==> src/rtl/skht_pkg.sv <==
// Shared constants and codes for the string key hash table.
package skht_pkg;

  localparam int TABLE_ENTRIES = 256;
  localparam int SLOT_W        = $clog2(TABLE_ENTRIES);
  localparam int KEY_BYTES     = 64;
  localparam int KIDX_W        = $clog2(KEY_BYTES);
  localparam int LEN_W         = 7;
  localparam int CNT_W         = 9;
  localparam int HASH_W        = 64;
  localparam int VAL_W         = 32;

  // Request actions.
  localparam logic [1:0] ACT_GET    = 2'd0;
  localparam logic [1:0] ACT_SET    = 2'd1;
  localparam logic [1:0] ACT_REMOVE = 2'd2;
  localparam logic [1:0] ACT_CLEAR  = 2'd3;

  // Result status codes.
  localparam logic [1:0] ST_DONE     = 2'd0;
  localparam logic [1:0] ST_NOTFOUND = 2'd1;
  localparam logic [1:0] ST_FULL     = 2'd2;
  localparam logic [1:0] ST_TOOLONG  = 2'd3;

endpackage

==> src/rtl/skht_keybuf.sv <==
// Key buffer: collects key bytes, forms the running hash and serves byte reads.
module skht_keybuf (
  input  logic                        clk,
  input  logic                        rst,
  input  logic                        take,
  input  logic [7:0]                  key_byte,
  input  logic                        byte_present,
  input  logic                        clear,
  input  logic [skht_pkg::KIDX_W-1:0] rd_idx,
  output logic [skht_pkg::HASH_W-1:0] hash,
  output logic [skht_pkg::LEN_W-1:0]  len,
  output logic                        overlong,
  output logic [7:0]                  rd_data
);
  import skht_pkg::*;

  logic [7:0] key_mem [KEY_BYTES];
  logic       add;
  logic       full;

  assign add  = take && byte_present && (key_byte != 8'd0);
  assign full = (len >= LEN_W'(KEY_BYTES));

  // Hash, length and overflow flag of the request in progress.
  always_ff @(posedge clk) begin
    if (rst || clear) begin
      hash     <= '0;
      len      <= '0;
      overlong <= 1'b0;
    end else if (add) begin
      if (full) begin
        overlong <= 1'b1;
      end else begin
        hash <= (hash << 7) + (hash << 1) + hash + HASH_W'(key_byte);
        len  <= len + LEN_W'(1);
      end
    end
  end

  // Byte store with a registered read port.
  always_ff @(posedge clk) begin
    if (add && !full) begin
      key_mem[len[KIDX_W-1:0]] <= key_byte;
    end
    rd_data <= key_mem[rd_idx];
  end

endmodule

==> config.mk <==
export PLATFORM = sky130hd
export DESIGN_NAME = skht_keybuf
export DESIGN_NICKNAME = d
export VERILOG_FILES = /design/src/rtl/skht_pkg.sv /design/src/rtl/skht_keybuf.sv
export SDC_FILE = /design/constraint.sdc
export NUM_CORES = 1
export LEC_CHECK = 0
export BUFFER_PORTS_ARGS = -buffer_cell sky130_fd_sc_hd__clkbuf_2
export CORE_AREA = 8 8 238 240
export CTS_CLUSTER_SIZE = 14
export DETAILED_ROUTE_END_ITERATION = 12
export DIE_AREA = 0 0 246 248
export PLACE_DENSITY = 0.8
export REMOVE_ABC_BUFFERS = 1
export SYNTH_ARGS = -nofsm -noshare
export SYNTH_HDL_FRONTEND = slang
export SYNTH_SLANG_ARGS = --single-unit
==> constraint.sdc <==
create_clock -name clk -period 4.05 [get_ports clk]
set_input_delay 0.81 -clock clk [delete_from_list [all_inputs] [get_ports clk]]
set_output_delay 0.81 -clock clk [all_outputs]
set_load 0.02 [all_outputs]
* Word level (Yosys, flattened, before mapping) *
Memory sizes are Yosys's and may differ from the RTL's. A register that Yosys moved wholly into a read port is not among the register bits.
Cells that the tools add are included.

word-level totals
  flip-flop bits (word level) = 72
  memory bits (writable) = 512
  bits of input ports = 19
  logic and storage cells = 20
  memories = 1

memories
  memory   words  width  rd ports  clocked after Yosys merged registers in  wr ports  line               source
  key_mem  64     8      1         1                                        1         skht_keybuf.sv:17  logic [7:0] key_mem [KEY_BYTES];

operators by class
  add/subtract/negate cells = 4
  order comparisons = 1
  muxes and demuxes = 2
  bitwise gates (word level) = 1
  reductions and logical operators = 8

operator list
  operator               number
  $add A64 B64 Y64       2
  $add A64 B8 Y64        1
  $reduce_bool A8 Y1     1
  $add A7 B1 Y7 const B  1
  $ge A7 B7 Y1 const B   1
  $reduce_and A2 Y1      2
  $logic_and A1 B1 Y1    3
  $mux W1                2
  $logic_not A1 Y1       1
  $logic_or A1 B1 Y1     1
  $not A1 Y1             1

* Longest topological paths before layout *
  depth after elaboration = 5
  gate-level depth with buffers = 17
  mapped depth without buffers = 17

* Least setup slack after synthesis *
Ideal clock, no wire load.

  path kind = input-to-reg
  from = input key_byte[2]
  to = register hash[56] (netlist name)
  library setup time = 0.120 ns
  data arrival time = 4.180 ns
  slack = -0.249 ns
  stages on the path = 17
  buffers on the path = 0
  cells stage by stage = inv_1 -> fa_1 -> inv_1 -> ha_1 -> ha_1 -> fa_1 -> a211oi_1 -> o21ai_2 -> a21oi_1 -> o31ai_4 -> nand2_1 -> o31ai_2 -> a31oi_1 -> o211ai_2 -> a41oi_1 -> nor4_1 -> a211o_1

between the ends
  cells in the longest elaborated chain, start to end = 3
  elaborated cells on any way between the ends = 4

RTL lines
  item                                                     line               source
  start, declared                                          skht_keybuf.sv:6   input logic [7:0] key_byte,
  branches (longest 3 deep; another with $add A64 B8 Y64)  --
  end signal, assigned                                     skht_keybuf.sv:34  hash <= (hash << 7) + (hash << 1) + hash + HASH_W'(key_byte);
  end, declared                                            skht_keybuf.sv:10  output logic [skht_pkg::HASH_W-1:0] hash,

Parallel ways; which one is timed is not known.
A chain may end at the register's enable or synchronous reset.

* Final worst setup path *
  from = input key_byte[4]
  to = register hash[63] (netlist name)

Same word-level chain as after synthesis.

==> impl_metrics.csv <==
group,metric,value,unit
status,status,"finished clean",
logic_synthesis,synth_area,0.0287,mm²
power_and_ir_drop,power_leakage,0.0129,µW
route,post-route-drc-count,0,
route,wl_per_cell,24.3,µm
route,drt_iter0_drc,1914,
timing,fin_crit_sh,99.6,%
floorplanning,dieArea,0.0610,mm²
clock_tree,root_buffer,"clkbuf_16",
timing,worst_pin_slew,0.764,ns
placement,post-place-ws,-0.910,ns
power_and_ir_drop,powerDensity,377,mW/mm²
logic_synthesis,synth-compound-area-share,6.68,%
floorplanning,die_w,246,µm
hold_path,min_to,"key_mem[41][7]",
worst_setup_path,r2r_end,"hash[63]",
hold_path,hold_start,"key_byte[7]",
global_route,grt_util_met1,31.7,%
logic_synthesis,syn_avg_cell_area,14.8,µm²
worst_setup_path,arrival,4.59,ns
final_layout,nNetsFinal,2422,
floorplanning,top_level_ports,99,
worst_setup_path,crit_path_start_kind,"primary input",
global_route,antenna_found_initial,3,
worst_setup_path,reg2reg_setup_slack,0.04,ns
final_layout,drive_gt1_share,28.7,%
worst_setup_path,critPathMaxFanout,3,
timing,fin_setup_tns,0,ns
clock_tree,cts_hold_buffers,0,
logic_synthesis,syn-instance-count,1944,
clock_tree,h-tree-depth,2,
logic_synthesis,yosysWarnings,0,
timing,fmax,248,MHz
clock_tree,clk_latency,0.63,ns
power_and_ir_drop,ir_drop,335,µV
route,via_per_inst,6.00,
final_layout,finalNonFillerCells,2957,
timing,fin_worst_skew,0.0339,ns
logic_synthesis,synth_top_family_by_area,"multiplexers",
worst_setup_path,startpoint,"key_byte[4]",
global_route,grt_use_total,23.6,%
hold_path,holdPathStages,1,
final_layout,ff_latch_area,0.0170,mm²
floorplanning,die_h,248,µm
placement,port_buffers,98,
timing,fin_ws,0.0148,ns
timing,post-route-min-period,4.04,ns
clock_tree,path_clk_slew,0.06,ns
worst_setup_path,worstSetupEndpointType,"flop",
global_route,top_usage_layer,"met2",
route,drt-total-wl,71800,µm
timing,rsz0062_at_grt,"true",
logic_synthesis,yosys.area_share.simple,5.93,%
placement,gp_congestion,0.918,
timing,slew_headroom,49.1,%
timing,hold_violations,0,
hold_path,hp-class,"primary input to flop",
clock_tree,clockBufferDepth,3,
logic_synthesis,async_flop_share,0,%
logic_synthesis,ys_ff_latch,592,
global_route,grt_pass1_wl,110000,µm
worst_setup_path,worst_ep_required_time,4.61,ns
route,drtAntennaViolNets,0,
worst_setup_path,reg2reg_depth,16,
job,drv_cap,0,
floorplanning,coreArea,0.0531,mm²
logic_synthesis,yosysSeqAreaShare,59.1,%
global_route,overflow,0,
final_layout,area_growth,16.9,%
floorplanning,start_util,54.1,%
clock_tree,cts_buffers,57,
clock_tree,cts_tree,"built",
logic_synthesis,synthDistinctLibCells,61,
global_route,grt_pass1_vias,18400,
route,vias,17700,
placement,dp_cells,2851,
timing,maxSlewViolCount,0,
final_layout,fillers,3707,
worst_setup_path,worst-setup-path-type,"primary input to flop",
logic_synthesis,ys.flop_type,"edfxtp_1",
logic_synthesis,synth_xor_area_share,1.74,%
global_route,grt_max_degree,68,
worst_setup_path,r2r_start,"hash[4]",
timing,finalSetupViolCount,0,
logic_synthesis,synth_edf_count,512,
final_layout,multi_input_area,0.0111,mm²
global_route,grt_use_met3,3.93,%
global_route,met2_usage,39.2,%
route,dr.pass1.iters,5,
logic_synthesis,synth.area.mux_share,13.3,%
placement,dp_hpwl,48700,µm
clock_tree,cts_sinks,592,
logic_synthesis,synth_fa_ha_area_share,9.91,%
floorplanning,rows,85,
[flip-flops by register name, summed over array words and instances, names as in the netlist]
name,flops
key_mem,512
hash,64
rd_data,8
len,7
overlong,1
[Yosys cell counts (3+ instances only)]
cell / count / area (µm²)
a211oi_2: 3 / 37.5
a21oi_1: 126 / 631
or2_2: 6 / 37.5
and3_1: 11 / 68.8
nand2_1: 156 / 586
nand2b_1: 3 / 18.8
clkbuf_1: 61 / 229
xor2_1: 23 / 201
a211o_1: 3 / 26.3
o21ai_1: 12 / 60.1
nand3b_1: 6 / 45.0
o31ai_1: 5 / 37.5
and2_1: 7 / 43.8
o21bai_1: 15 / 113
nor4_1: 6 / 37.5
a21o_1: 43 / 323
a21oi_2: 4 / 35.0
nor3_1: 8 / 40.0
edfxtp_1: 512 / 15400
a211oi_1: 11 / 82.6
nor2_1: 117 / 439
xnor2_1: 34 / 298
a31oi_1: 8 / 50.1
buf_1: 24 / 90.1
or3_1: 4 / 25.0
o21ai_0: 31 / 155
nand4_1: 22 / 138
o211ai_1: 5 / 37.5
inv_1: 159 / 597
dfxtp_1: 80 / 1600
o21a_1: 9 / 67.6
mux4_2: 168 / 3780
ha_1: 125 / 1560
nor2b_1: 7 / 43.8
nand3_1: 24 / 120
fa_1: 64 / 1280
a2111oi_2: 3 / 45.0
buf_2: 8 / 40.0
[metrics by stage]
stage / area (µm²) / hold WS (ns) / total power, µW / util (%)
floorplan: 28400 / 0.535 / 7120 / -
global placement: 31400 / 0.454 / 7480 / 59.1
detailed placement: 31400 / 0.462 / 7510 / 59.1
CTS: 33300 / 0.426 / 12700 / 62.8
global route: 33600 / 0.439 / 13000 / 63.2
finish: 33600 / 0.455 / 12600 / 63.2
[how the worst max path moves through the flow]
stage / cells past startpoint / endpoint / slack (ns)
floorplan: 5 / key_mem[39][0] / -0.88
finish: 17 / hash[63] / 0.01
CTS: 17 / hash[63] / 0.008
global route: 16 / hash[63] / -0.07
detailed placement: 19 / hash[58] / -0.91
global placement: 17 / hash[58] / -0.78
[worst max-delay path, stage by stage]
cell and delay [ns]:
clkbuf_4 0.15, inv_1 0.07, fa_1 0.54, inv_1 0.05, ha_1 0.31, ha_4 0.30
buf_4 0.10, nand4b_1 0.19, a2111oi_4 0.46, nor2_4 0.12, a211oi_4 0.27, o211ai_2 0.17
a21o_1 0.25, a21oi_4 0.19, a41oi_2 0.19, mux2_4 0.34, nand4_1 0.07
[power by group]
group | leakage, µW | switching (µW) | internal (µW)
combinational | 0.00673 | 444 | 310
sequential | 0.00525 | 11.4 | 6640
clock | 0.000890 | 2320 | 2910
[per-layer routing]
metal | up-vias | routed length (µm)
li1 | 7837 | -
met1 | 8992 | 28600
met2 | 772 | 35000
met3 | 137 | 5830
met4 | 2 | 2260
met5 | - | 11
[layout by cell type, fill, tap and decap left out, types with 13 or more instances in the layout]
cell type	synthesis	final
clkbuf_16	0	58
nand2_1	156	156
nand4_1	22	22
xnor2_1	34	34
buf_4	0	200
inv_1	159	150
o21bai_1	15	15
o21ai_0	31	28
ha_1	125	113
nand3_1	24	23
clkbuf_1	61	15
a21o_1	43	43
mux4_2	168	168
a21oi_2	4	13
a21oi_1	126	116
edfxtp_1	512	512
clkbuf_2	0	93
dfxtp_1	80	77
xor2_1	23	23
nor2_1	117	116
fa_1	64	63
[area by class of cell]
type / count / area share, %
diodes: 1 / 0.00746
clock buffers: 80 / 4.78
clock inverters: 25 / 0.723
inverters: 159 / 1.78
multi-input cells: 1100 / 33.1
flip-flops and latches: 592 / 50.6
well taps: 696 / 2.59
repair buffers: 304 / 6.40
[cell families after synthesis]
| kind of cell | after synthesis |
|---|---|
| flip-flops | 592 |
| AND/OR/NAND/NOR | 384 |
| AO/OA/AOI/OAI | 299 |
| buffers and inverters | 252 |
| adder cells (fa/ha/maj) | 189 |
| multiplexers | 171 |
| XOR/XNOR | 57 |
[timing repair]
action                     in CTS  in global routing
pin swaps                      12                 27
setup endpoints to repair      18                 32
gates resized for setup        24                 54
setup buffers                   1                  1
No activity file was read; power rests on OpenSTA's default activity.
